[src/hw/rtl/tte_pkg.sv]
// Shared types and constants for the text terminal escape parser.
`default_nettype none

package tte_pkg;

  // Escape parser modes
  typedef enum logic [2:0] {
    MODE_NORMAL = 3'd0,
    MODE_INIT   = 3'd1,
    MODE_FG     = 3'd2,
    MODE_BG     = 3'd3,
    MODE_POSX   = 3'd4,
    MODE_POSY   = 3'd5
  } mode_t;

  // Character codes
  localparam logic [7:0] CH_ESC   = 8'h1b;
  localparam logic [7:0] CH_TAB   = 8'h09;
  localparam logic [7:0] CH_BS    = 8'h08;
  localparam logic [7:0] CH_DEL   = 8'h7f;
  localparam logic [7:0] CH_NL    = 8'h0a;
  localparam logic [7:0] CH_ZERO  = 8'h30;
  localparam logic [7:0] CH_NINE  = 8'h39;
  localparam logic [7:0] CH_THREE = 8'h33;
  localparam logic [7:0] CH_FOUR  = 8'h34;
  localparam logic [7:0] CH_CLEAR = 8'h4a;  // 'J'
  localparam logic [7:0] CH_COLOR = 8'h6d;  // 'm'
  localparam logic [7:0] CH_HOME  = 8'h48;  // 'H'
  localparam logic [7:0] CH_SEP   = 8'h3b;  // ';'

  // Reset values
  localparam logic [4:0] RESET_ROW = 5'd19;
  localparam logic [3:0] RESET_FG  = 4'd2;
  localparam logic [3:0] RESET_BG  = 4'd0;

  // Saturation limits
  localparam logic [7:0] NUM_MAX    = 8'd255;
  localparam logic [3:0] COLOR_MAX  = 4'd15;
  localparam logic [1:0] DIGITS_MAX = 2'd3;

endpackage

`default_nettype wire

[src/hw/rtl/text_terminal_escape_parser.sv]
// Text terminal: character decode, escape parser and cursor/cell write generation.
// A request transfer's result is registered and appears on the rsp side in the cycle after it.
// Throughput: one character per cycle; a single result register decouples the
// two sides, and a new character is taken whenever that register is empty or drains.
// Reset (rst, synchronous): parser to normal, cursor to column 0 / row 19,
// foreground green, background black, no result pending.
`default_nettype none

module text_terminal_escape_parser #(
  parameter int COLUMNS  = 80,
  parameter int ROWS     = 25,
  parameter int TAB_STOP = 8
) (
  input  wire logic        clk,
  input  wire logic        rst,
  // character channel
  input  wire logic        req_valid,
  output logic             req_stall,
  input  wire logic [7:0]  char_code,
  // result channel
  output logic             rsp_valid,
  input  wire logic        rsp_stall,
  output logic             cell_write,
  output logic [10:0]      cell_index,
  output logic [15:0]      cell_word,
  output logic             clear_request,
  output logic [6:0]       cursor_col,
  output logic [4:0]       cursor_row
);

  localparam logic [6:0] COL_LAST = 7'(COLUMNS - 1);
  localparam logic [4:0] ROW_LAST = 5'(ROWS - 1);

  // Parser and cursor state
  tte_pkg::mode_t mode, mode_next;
  logic [6:0] col_pos, col_pos_next;
  logic [4:0] row_pos, row_pos_next;
  logic [3:0] fore_colour, fore_colour_next;
  logic [3:0] back_colour, back_colour_next;
  logic [1:0] digit_count, digit_count_next;
  logic [7:0] first_number, first_number_next;
  logic [7:0] second_number, second_number_next;

  // Result fields before the output register
  logic        wr_next;
  logic [10:0] idx_next;
  logic [15:0] word_next;
  logic        clr_next;

  logic accept;

  // Helpers
  function automatic logic [7:0] push_digit(input logic [7:0] acc, input logic [3:0] d);
    logic [11:0] acc_x;
    logic [11:0] sum;
    acc_x = 12'(acc);
    sum   = (acc_x << 3) + (acc_x << 1) + 12'(d);
    return (sum > 12'(tte_pkg::NUM_MAX)) ? tte_pkg::NUM_MAX : sum[7:0];
  endfunction

  function automatic logic [10:0] cell_addr(input logic [4:0] r, input logic [6:0] c);
    logic [11:0] a;
    a = 12'(r) * 12'(COLUMNS) + 12'(c);
    return a[10:0];
  endfunction

  // Next tab stop for every column, fixed at elaboration
  logic [7:0] tab_col [128];
  for (genvar i = 0; i < 128; i++) begin : g_tab
    assign tab_col[i] = 8'(i + TAB_STOP - (i % TAB_STOP));
  end

  // Character classes and shared arithmetic
  logic        is_digit;
  logic [3:0]  digit_val;
  logic [7:0]  first_pushed;
  logic [7:0]  second_pushed;
  logic [1:0]  count_inc;
  logic [4:0]  row_inc;
  logic [7:0]  col_inc;
  logic [7:0]  tab_target;
  logic [12:0] lead_add;
  logic [12:0] lead_sum;
  logic [7:0]  first_lead;
  logic [3:0]  colour_sat;
  logic [6:0]  pos_col;
  logic [4:0]  pos_row;

  always_comb begin
    is_digit      = (char_code >= tte_pkg::CH_ZERO) && (char_code <= tte_pkg::CH_NINE);
    digit_val     = 4'(char_code - tte_pkg::CH_ZERO);
    first_pushed  = push_digit(first_number, digit_val);
    second_pushed = push_digit(second_number, digit_val);
    count_inc     = (digit_count < tte_pkg::DIGITS_MAX) ? digit_count + 2'd1 : digit_count;
    row_inc       = (6'(row_pos) + 6'd1 >= 6'(ROWS)) ? 5'd0 : row_pos + 5'd1;
    col_inc       = 8'(col_pos) + 8'd1;
    tab_target    = tab_col[col_pos];
    // leading 3 or 4 scaled by the digits that followed it
    case (digit_count)
      2'd0:    lead_add = (mode == tte_pkg::MODE_FG) ? 13'd3    : 13'd4;
      2'd1:    lead_add = (mode == tte_pkg::MODE_FG) ? 13'd30   : 13'd40;
      2'd2:    lead_add = (mode == tte_pkg::MODE_FG) ? 13'd300  : 13'd400;
      default: lead_add = (mode == tte_pkg::MODE_FG) ? 13'd3000 : 13'd4000;
    endcase
    lead_sum   = 13'(first_number) + lead_add;
    first_lead = (lead_sum > 13'(tte_pkg::NUM_MAX)) ? tte_pkg::NUM_MAX : lead_sum[7:0];
    colour_sat = (first_number > 8'(tte_pkg::COLOR_MAX)) ? tte_pkg::COLOR_MAX
                                                         : first_number[3:0];
    pos_col    = (9'(first_number) >= 9'(COLUMNS)) ? COL_LAST : first_number[6:0];
    pos_row    = (9'(second_number) >= 9'(ROWS)) ? ROW_LAST : second_number[4:0];
  end

  // Next parser mode
  always_comb begin
    mode_next = tte_pkg::MODE_NORMAL;
    case (mode)
      tte_pkg::MODE_NORMAL: begin
        mode_next = (char_code == tte_pkg::CH_ESC) ? tte_pkg::MODE_INIT : tte_pkg::MODE_NORMAL;
      end
      tte_pkg::MODE_INIT: begin
        if (char_code == tte_pkg::CH_THREE) begin
          mode_next = tte_pkg::MODE_FG;
        end else if (char_code == tte_pkg::CH_FOUR) begin
          mode_next = tte_pkg::MODE_BG;
        end else if (is_digit) begin
          mode_next = tte_pkg::MODE_POSX;
        end
      end
      tte_pkg::MODE_FG, tte_pkg::MODE_BG: begin
        if (char_code == tte_pkg::CH_COLOR && digit_count != 2'd0) begin
          mode_next = tte_pkg::MODE_NORMAL;
        end else if (is_digit) begin
          mode_next = mode;
        end else if (char_code == tte_pkg::CH_SEP) begin
          mode_next = tte_pkg::MODE_POSY;
        end
      end
      tte_pkg::MODE_POSX: begin
        if (char_code == tte_pkg::CH_SEP && digit_count != 2'd0) begin
          mode_next = tte_pkg::MODE_POSY;
        end else if (is_digit) begin
          mode_next = tte_pkg::MODE_POSX;
        end
      end
      tte_pkg::MODE_POSY: begin
        if (is_digit) begin
          mode_next = tte_pkg::MODE_POSY;
        end
      end
      default: mode_next = tte_pkg::MODE_NORMAL;
    endcase
  end

  // Cursor, colours, accumulators and result fields
  always_comb begin
    col_pos_next       = col_pos;
    row_pos_next       = row_pos;
    fore_colour_next   = fore_colour;
    back_colour_next   = back_colour;
    // accumulators clear unless a sequence keeps going
    digit_count_next   = 2'd0;
    first_number_next  = 8'd0;
    second_number_next = 8'd0;
    wr_next            = 1'b0;
    idx_next           = 11'd0;
    word_next          = 16'd0;
    clr_next           = 1'b0;
    case (mode)
      tte_pkg::MODE_NORMAL: begin
        if (char_code == tte_pkg::CH_NL) begin
          col_pos_next = 7'd0;
          row_pos_next = row_inc;
        end else if (char_code == tte_pkg::CH_ESC) begin
          // accumulators already clear
        end else if (char_code == tte_pkg::CH_TAB) begin
          if (tab_target >= 8'(COLUMNS)) begin
            col_pos_next = 7'd0;
            row_pos_next = row_inc;
          end else begin
            col_pos_next = tab_target[6:0];
          end
        end else if (char_code == tte_pkg::CH_BS) begin
          // wrap to the previous line only from column 0
          if (col_pos == 7'd0) begin
            col_pos_next = COL_LAST;
            row_pos_next = (row_pos == 5'd0) ? ROW_LAST : row_pos - 5'd1;
          end else begin
            col_pos_next = col_pos - 7'd1;
          end
          wr_next  = 1'b1;
          idx_next = cell_addr(row_pos_next, col_pos_next);
        end else if (char_code == tte_pkg::CH_DEL) begin
          wr_next  = 1'b1;
          idx_next = cell_addr(row_pos, col_pos);
        end else begin
          wr_next   = 1'b1;
          idx_next  = cell_addr(row_pos, col_pos);
          word_next = {back_colour, fore_colour, char_code};
          if (col_inc >= 8'(COLUMNS)) begin
            col_pos_next = 7'd0;
            row_pos_next = row_inc;
          end else begin
            col_pos_next = col_inc[6:0];
          end
        end
      end
      tte_pkg::MODE_INIT: begin
        if (char_code == tte_pkg::CH_THREE || char_code == tte_pkg::CH_FOUR) begin
          // leading digit is held in the mode
        end else if (is_digit) begin
          first_number_next = 8'(digit_val);
          digit_count_next  = 2'd1;
        end else if (char_code == tte_pkg::CH_CLEAR) begin
          clr_next     = 1'b1;
          col_pos_next = 7'd0;
          row_pos_next = 5'd0;
        end
      end
      tte_pkg::MODE_FG, tte_pkg::MODE_BG: begin
        if (char_code == tte_pkg::CH_COLOR && digit_count != 2'd0) begin
          if (mode == tte_pkg::MODE_FG) begin
            fore_colour_next = colour_sat;
          end else begin
            back_colour_next = colour_sat;
          end
        end else if (is_digit) begin
          first_number_next = first_pushed;
          digit_count_next  = count_inc;
        end else if (char_code == tte_pkg::CH_SEP) begin
          first_number_next = first_lead;
        end
      end
      tte_pkg::MODE_POSX: begin
        if (char_code == tte_pkg::CH_SEP && digit_count != 2'd0) begin
          first_number_next = first_number;
        end else if (is_digit) begin
          first_number_next = first_pushed;
          digit_count_next  = count_inc;
        end
      end
      tte_pkg::MODE_POSY: begin
        if (char_code == tte_pkg::CH_HOME && digit_count != 2'd0) begin
          col_pos_next = pos_col;
          row_pos_next = pos_row;
        end else if (is_digit) begin
          first_number_next  = first_number;
          second_number_next = second_pushed;
          digit_count_next   = count_inc;
        end
      end
      default: begin
        // unused mode: back to normal, byte consumed
      end
    endcase
  end

  // Handshake: take a character when the result register is free or draining
  assign req_stall = rsp_valid && rsp_stall;
  assign accept    = req_valid && !req_stall;

  // State registers
  always_ff @(posedge clk) begin
    if (rst) begin
      mode          <= tte_pkg::MODE_NORMAL;
      col_pos       <= 7'd0;
      row_pos       <= tte_pkg::RESET_ROW;
      fore_colour   <= tte_pkg::RESET_FG;
      back_colour   <= tte_pkg::RESET_BG;
      digit_count   <= 2'd0;
      first_number  <= 8'd0;
      second_number <= 8'd0;
    end else if (accept) begin
      mode          <= mode_next;
      col_pos       <= col_pos_next;
      row_pos       <= row_pos_next;
      fore_colour   <= fore_colour_next;
      back_colour   <= back_colour_next;
      digit_count   <= digit_count_next;
      first_number  <= first_number_next;
      second_number <= second_number_next;
    end
  end

  // Result register
  always_ff @(posedge clk) begin
    if (rst) begin
      rsp_valid <= 1'b0;
    end else if (accept) begin
      rsp_valid <= 1'b1;
    end else if (!rsp_stall) begin
      rsp_valid <= 1'b0;
    end
  end

  always_ff @(posedge clk) begin
    if (accept) begin
      cell_write    <= wr_next;
      cell_index    <= idx_next;
      cell_word     <= word_next;
      clear_request <= clr_next;
      cursor_col    <= col_pos_next;
      cursor_row    <= row_pos_next;
    end
  end

  // Checks
  a_clear_no_write: assert property (@(posedge clk) disable iff (rst)
    rsp_valid && clear_request |-> !cell_write)
    else $error("clear and cell write in the same result");

  a_clear_homes: assert property (@(posedge clk) disable iff (rst)
    rsp_valid && clear_request |-> cursor_col == 7'd0 && cursor_row == 5'd0)
    else $error("clear did not home the cursor");

  a_col_in_range: assert property (@(posedge clk) disable iff (rst)
    rsp_valid |-> 8'(cursor_col) < 8'(COLUMNS))
    else $error("cursor column beyond the line");

  a_init_clean: assert property (@(posedge clk) disable iff (rst)
    mode == tte_pkg::MODE_INIT |->
      digit_count == 2'd0 && first_number == 8'd0 && second_number == 8'd0)
    else $error("escape start with stale accumulators");

  a_accept_fills: assert property (@(posedge clk) disable iff (rst)
    accept |=> rsp_valid && cursor_col == $past(col_pos_next))
    else $error("accepted character gave no result");

endmodule

`default_nettype wire
[config.mk]
export PLATFORM = sky130hd
export DESIGN_NAME = text_terminal_escape_parser
export DESIGN_NICKNAME = d
export VERILOG_FILES = /design/src/hw/rtl/tte_pkg.sv /design/src/hw/rtl/text_terminal_escape_parser.sv
export SDC_FILE = /design/constraint.sdc
export NUM_CORES = 1
export LEC_CHECK = 0
export BUFFER_PORTS_ARGS = -buffer_cell sky130_fd_sc_hd__buf_2
export CAP_MARGIN = 20
export CORE_MARGIN = 10
export CORE_UTILIZATION = 65
export DETAILED_ROUTE_END_ITERATION = 8
export GPL_ROUTABILITY_DRIVEN = 0
export GPL_TIMING_DRIVEN = 0
export PLACE_DENSITY_LB_ADDON = 0.25
export SETUP_SLACK_MARGIN = 0.2
export SYNTH_ARGS = -nofsm -noshare
export SYNTH_HDL_FRONTEND = slang
export SYNTH_SLANG_ARGS = --single-unit
[constraint.sdc]
create_clock -name clk -period 11.44 [get_ports clk]
set_input_delay 2.288 -clock clk [delete_from_list [all_inputs] [get_ports clk]]
set_output_delay 2.288 -clock clk [all_outputs]
set_load 0.005 [all_outputs]
# Word level (Yosys, flattened, before mapping)
# Memories as Yosys holds them, arrays and structs flattened.
# Index checks and enable logic that the tools add are counted.
[op_classes]
magnitude_cmp = 13
bitwise = 4
mul = 2
n_addsub = 14
n_reduce_logical = 22
eq_ne = 22
n_mux = 87
[op_table]
columns = ["cell", "n"]
rows = [
  ["$mux W8", 16],
  ["$mux W7", 18],
  ["$mux W5", 20],
  ["$pmux W13 S3", 1],
  ["$eq A8 B7 Y1 const B", 4],
  ["$pmux W8 S4", 1],
  ["$mux W3", 9],
  ["$add A11 B9 Y12", 2],
  ["$add A12 B4 Y12", 2],
  ["$eq A8 B4 Y1 const B", 3],
  ["$eq A8 B6 Y1 const B", 3],
  ["$ge A8 B7 Y1 const B", 3],
  ["$gt A12 B8 Y1 const B", 2],
  ["$add A11 B7 Y11", 2],
  ["$mux W11", 2],
  ["$pmux W7 S3", 1],
  ["$pmux W3 S5", 1],
  ["$pmux W5 S3", 1],
  ["$mul A5 B3 Y7 const B", 2],
  ["$add A8 B13 Y13", 1],
  ["$gt A13 B8 Y1 const B", 1],
  ["$mux W4", 3],
  ["$mux W2", 5],
  ["$add A7 B1 Y8 const B", 1],
  ["other kinds (42)", 60],
]
[word_totals]
wordCells = 180
output_inout_bits = 43
n_memories = 1
mem_bits_ro = 1024
reg_bits = 83
in_bits = 12
[mem_list]
columns = ["memory", "words", "word_bits", "rd", "rd_clocked_by_memory_dff", "write_ports", "line_no", "source"]
rows = [
  ["(no name shown)", 128, 8, 1, 0, 0, "text_terminal_escape_parser.sv:97", "tab_target = tab_col[col_pos];"],
]

# Longest topological paths before layout
[logic_depth]
ltp_word = 13
ltp_mapped = 18
mapped_depth_nobuf = 16

# Worst setup path after synthesis
# OpenSTA, ideal clock, no wires.
[synth_timing]
path_kind = "input port to output port"
startpoint = "input port rsp_stall"
endpoint = "output port req_stall"
n_path_buf = 0
stages = 2
required_ps = 9152
slack_ps = 6745
arrival_time_ps = 2407
path_cell_list = "nand2_1 > inv_1"
[synth_between]
elab_chain_cells = 1
[synth_rtl]
columns = ["item", "line_no", "source"]
rows = [
  ["from (decl)", "text_terminal_escape_parser.sv:22", "input wire logic rsp_stall,"],
  ["$logic_and A1 B1 Y1", "text_terminal_escape_parser.sv:258", "assign req_stall = rsp_valid && rsp_stall;"],
  ["to (decl)", "text_terminal_escape_parser.sv:18", "output logic req_stall,"],
]
# Every way passes these cells.

# Worst setup path after layout
# Same ends and word-level chain as after synthesis.

==> summary.md <==
| Metric | Value |
|---|---|
| Status | `completed` |
| Pin count of the biggest net entering global routing | `35` |
| Register bit count reported by yosys | `83` |
| Vias | `6814` |
| Post-layout net count | `985` |
| DIE AREA | `0.0153 mm²` |
| Max Fanout on Critical Path | `2` |
| Global-route met2 utilization | `41.2%` |
| Synth warn | `0` |
| Worst vdd rail ir drop | `0.0000536 V` |
| Post-CTS setup buffer count | `0` |
| Ratio of final minimum period to clock period | `43.0%` |
| Share of synthesized registers carrying an async set or reset | `0%` |
| Type of the setup path with the least slack | `input pin to primary output` |
| Number of gates resized after cts | `0` |
| Final Hold Viols | `0` |
| CP Launch Type | `input pin` |
| Cell variety after synth | `74` |
| Arrival @ worst endpoint | `2.64 ns` |
| WP data required | `9.15 ns` |
| Buf+Inv Stages, Crit Path | `3` |
| Leading area contributor after synthesis | `edfxtp_1` |
| Num Clock Sinks | `83` |
| Initial cell density of the core | `67.0%` |
| Power density of the placed cells | `97.5 mW/mm²` |
| Number of antenna violations at the first check in global routing | `0` |
| Hold-fix buffers, CTS | `0` |
| Largest buffer count on any clock path | `2` |
| Worst setup skew after layout | `0.0183 ns` |
| Delay contributed by the slowest stage of the critical path | `0.12 ns` |
| Finished layout cell area | `0.00762 mm²` |
| Sum of negative setup slack | `0 ns` |
| # setup viols final | `0` |
| CP cell instances | `buf_2 > nand2_1 > inv_1 > buf_2` |
| Kind of cell adding the most delay to the critical path | `buffers and inverters` |
| Final cell count without fillers | `1040` |
| Initial DRC count | `913` |
| First drt pass iteration count | `6` |
| Fraction of the yosys area taken by sequential cells | `29.7%` |
| Remaining DRCs | `0` |
| Net count of the mapped netlist | `922` |
| Max-cap check violation count | `0` |
| Post-synthesis to final-layout area growth | `9.20%` |
| Fraction of layout instances using a drive strength above 1 | `11.0%` |
| Highest-utilization routing layer at the global route stage | `met2` |
| Type of the worst min-delay path | `flip-flop to flip-flop` |
| Minimum period implied by the final worst setup slack | `4.92 ns` |
| Count of H-tree levels built during CTS | `3` |
| M1 GR Usage | `31.9%` |
| Synthesized area | `0.00698 mm²` |
| Count of mapped cells out of synthesis | `836` |
| Number of buffers added on ports | `51` |
| Highest-delay cell along the critical path | `buf_2` |
| Avg Inst Size Synth | `8.35 µm²` |
| Mean routed wirelength per cell | `18.5 µm` |
| Setup Slack @ Placement | `6.31 ns` |
| Leak Pwr | `3.32 nW` |
| Clock insertion delay at the later pin of the skew report | `0.39 ns` |
| Post-CTS clock slew at the launch and capture registers of the worst setup and hold paths | `0.09 ns` |
| Via-per-instance ratio | `6.55` |
| Die height | `124 µm` |
| Worst Setup End Kind | `primary output` |
| Detail Route Antenna Nets | `0` |
| Number of buffers added by the clock tree synthesis step | `9` |
| Worst Tran Pin Value | `0.739 ns` |
| Total routing resource utilization after global routing | `25.1%` |
| Tot Pwr | `0.743 mW` |
| Commonest non-fill, non-tap cells in the layout | `nor2_1 (82), nand2_1 (76), ha_1 (65)` |
| Final global-route overflow total | `0` |
| Hold slack final | `0.491 ns` |
| Detailed-placement wirelength estimate | `14700 µm` |
| Vias in the first global route | `6373` |
| Peak clock frequency supported by timing | `203 MHz` |
| Dominant register cell in the synthesized netlist | `dfxtp_1` |
| Top cell type's share of synthesized area | `17.6%` |
| Final max-slew violation count | `0` |
| Die X-Extent | `124 µm` |
| Final wirelength | `19200 µm` |
| Number of antenna repair diodes | `0` |
| Most common cell after layout, fill and taps aside | `nor2_1` |
| CTS tree | `yes` |
| Standard cell area after detailed placement | `0.00743 mm²` |
| Unrepaired setup endpoints after global routing | `false` |
| Core Region | `0.0104 mm²` |
| Worst relative slew slack | `50.3%` |
| First-pass GRT wire length | `31100 µm` |
| Global-route track usage on met3 | `5.16%` |
| Synth area leaders | `edfxtp_1 (18%), dfxtp_1 (12%), ha_1 (12%), o21ai_0 (4.6%), a21oi_1 (4.5%)` |
| Number of placed cells counting well taps | `1024` |
| Utilization after layout | `73.2%` |
| Post-synth EDFFs | `41` |
| Total number of placement rows | `37` |
| Library cell appearing most often on the critical path | `buf_2` |
| Number of placed I/O pins | `55` |
| Root cell of the clock tree | `clkbuf_8` |
| Smallest setup slack after layout | `6.52 ns` |
Yosys cell counts, drive strengths merged (8+ instances only):
cell type	number
nand2b	17
and3	8
buf	16
dfxtp	42
or3	9
fa	9
ha	65
inv	35
a21o	15
nor2b	15
nor3	20
and2	18
nand3	20
edfxtp	41
nor2	83
a21oi	63
xnor2	23
mux2i	11
o21ai	70
xor2	8
a211oi	16
clkbuf	27
nand2	76
state kept, by name, indices dropped and copies added, names as in the netlist, 2 cells and up:
signal	cells
mode	3
cell_index	11
fore_colour	4
row_pos	5
second_number	8
cursor_row	5
back_colour	4
cursor_col	7
cell_word	16
digit_count	2
col_pos	7
first_number	8
routing by layer:
metal  vias to the layer above  routed length, µm
li1                       3198                  -
met3                        74               2100
met2                       427               8920
met4                         0                596
met1                      3115               7590
met5                         -                  0
final timing paths:
| path | startpoint | to | slack [ns] | depth (start not counted) |
|---|---|---|---|---|
| min reg2reg | fore_colour[1] | fore_colour[1] | 0.49 | 1 |
| max | rsp_stall | req_stall | 6.52 | 4 |
| min | fore_colour[1] | fore_colour[1] | 0.49 | 1 |
| max reg2reg | col_pos[0] | cell_index[10] | 6.66 | 16 |
layout make-up:
type | count | area [µm²]
Timing Repair Buffer | 52 | 275
Clock buffer | 9 | 124
Multi-Input combinational cell | 675 | 4590
Fill cell | 781 | 2800
Inverter | 35 | 131
Tap cell | 136 | 170
Sequential cell | 83 | 2070
Buffer | 43 | 185
Clock inverter | 7 | 71.3
worst reg2reg max path, cell delays in order, from the launching register on:
cell	delay, ns
dfxtp_1	0.36
clkbuf_1	0.23
inv_1	0.14
ha_1	0.24
or3b_1	0.48
nand2b_1	0.35
o41ai_1	0.34
o21ai_1	0.23
ha_1	0.35
ha_1	0.23
fa_1	0.56
inv_1	0.06
nor2_1	0.16
o21ai_0	0.12
a222oi_1	0.41
xor2_1	0.20
a21oi_1	0.09
report_power, final:
part	switching [mW]	total (mW)	internal [mW]
Sequential	0.00790	0.340	0.332
Clock	0.129	0.214	0.0847
Combinational	0.117	0.189	0.0723
cells by family (layout without fill, tap and decap cells):
logic type | count (synthesis) | count (layout) | share of synthesized area, %
AOI/OAI and AO/OA | 245 | 245 | 22.6
xor gates and xnor gates | 31 | 31 | 3.89
adders and majority gates | 74 | 74 | 14.2
buffers and inverters | 78 | 146 | 4.52
DFF | 83 | 83 | 29.7
muxes | 11 | 11 | 1.58
and+or+nand+nor | 314 | 314 | 23.5
Note: power is estimated with default switching activity, not from simulation.
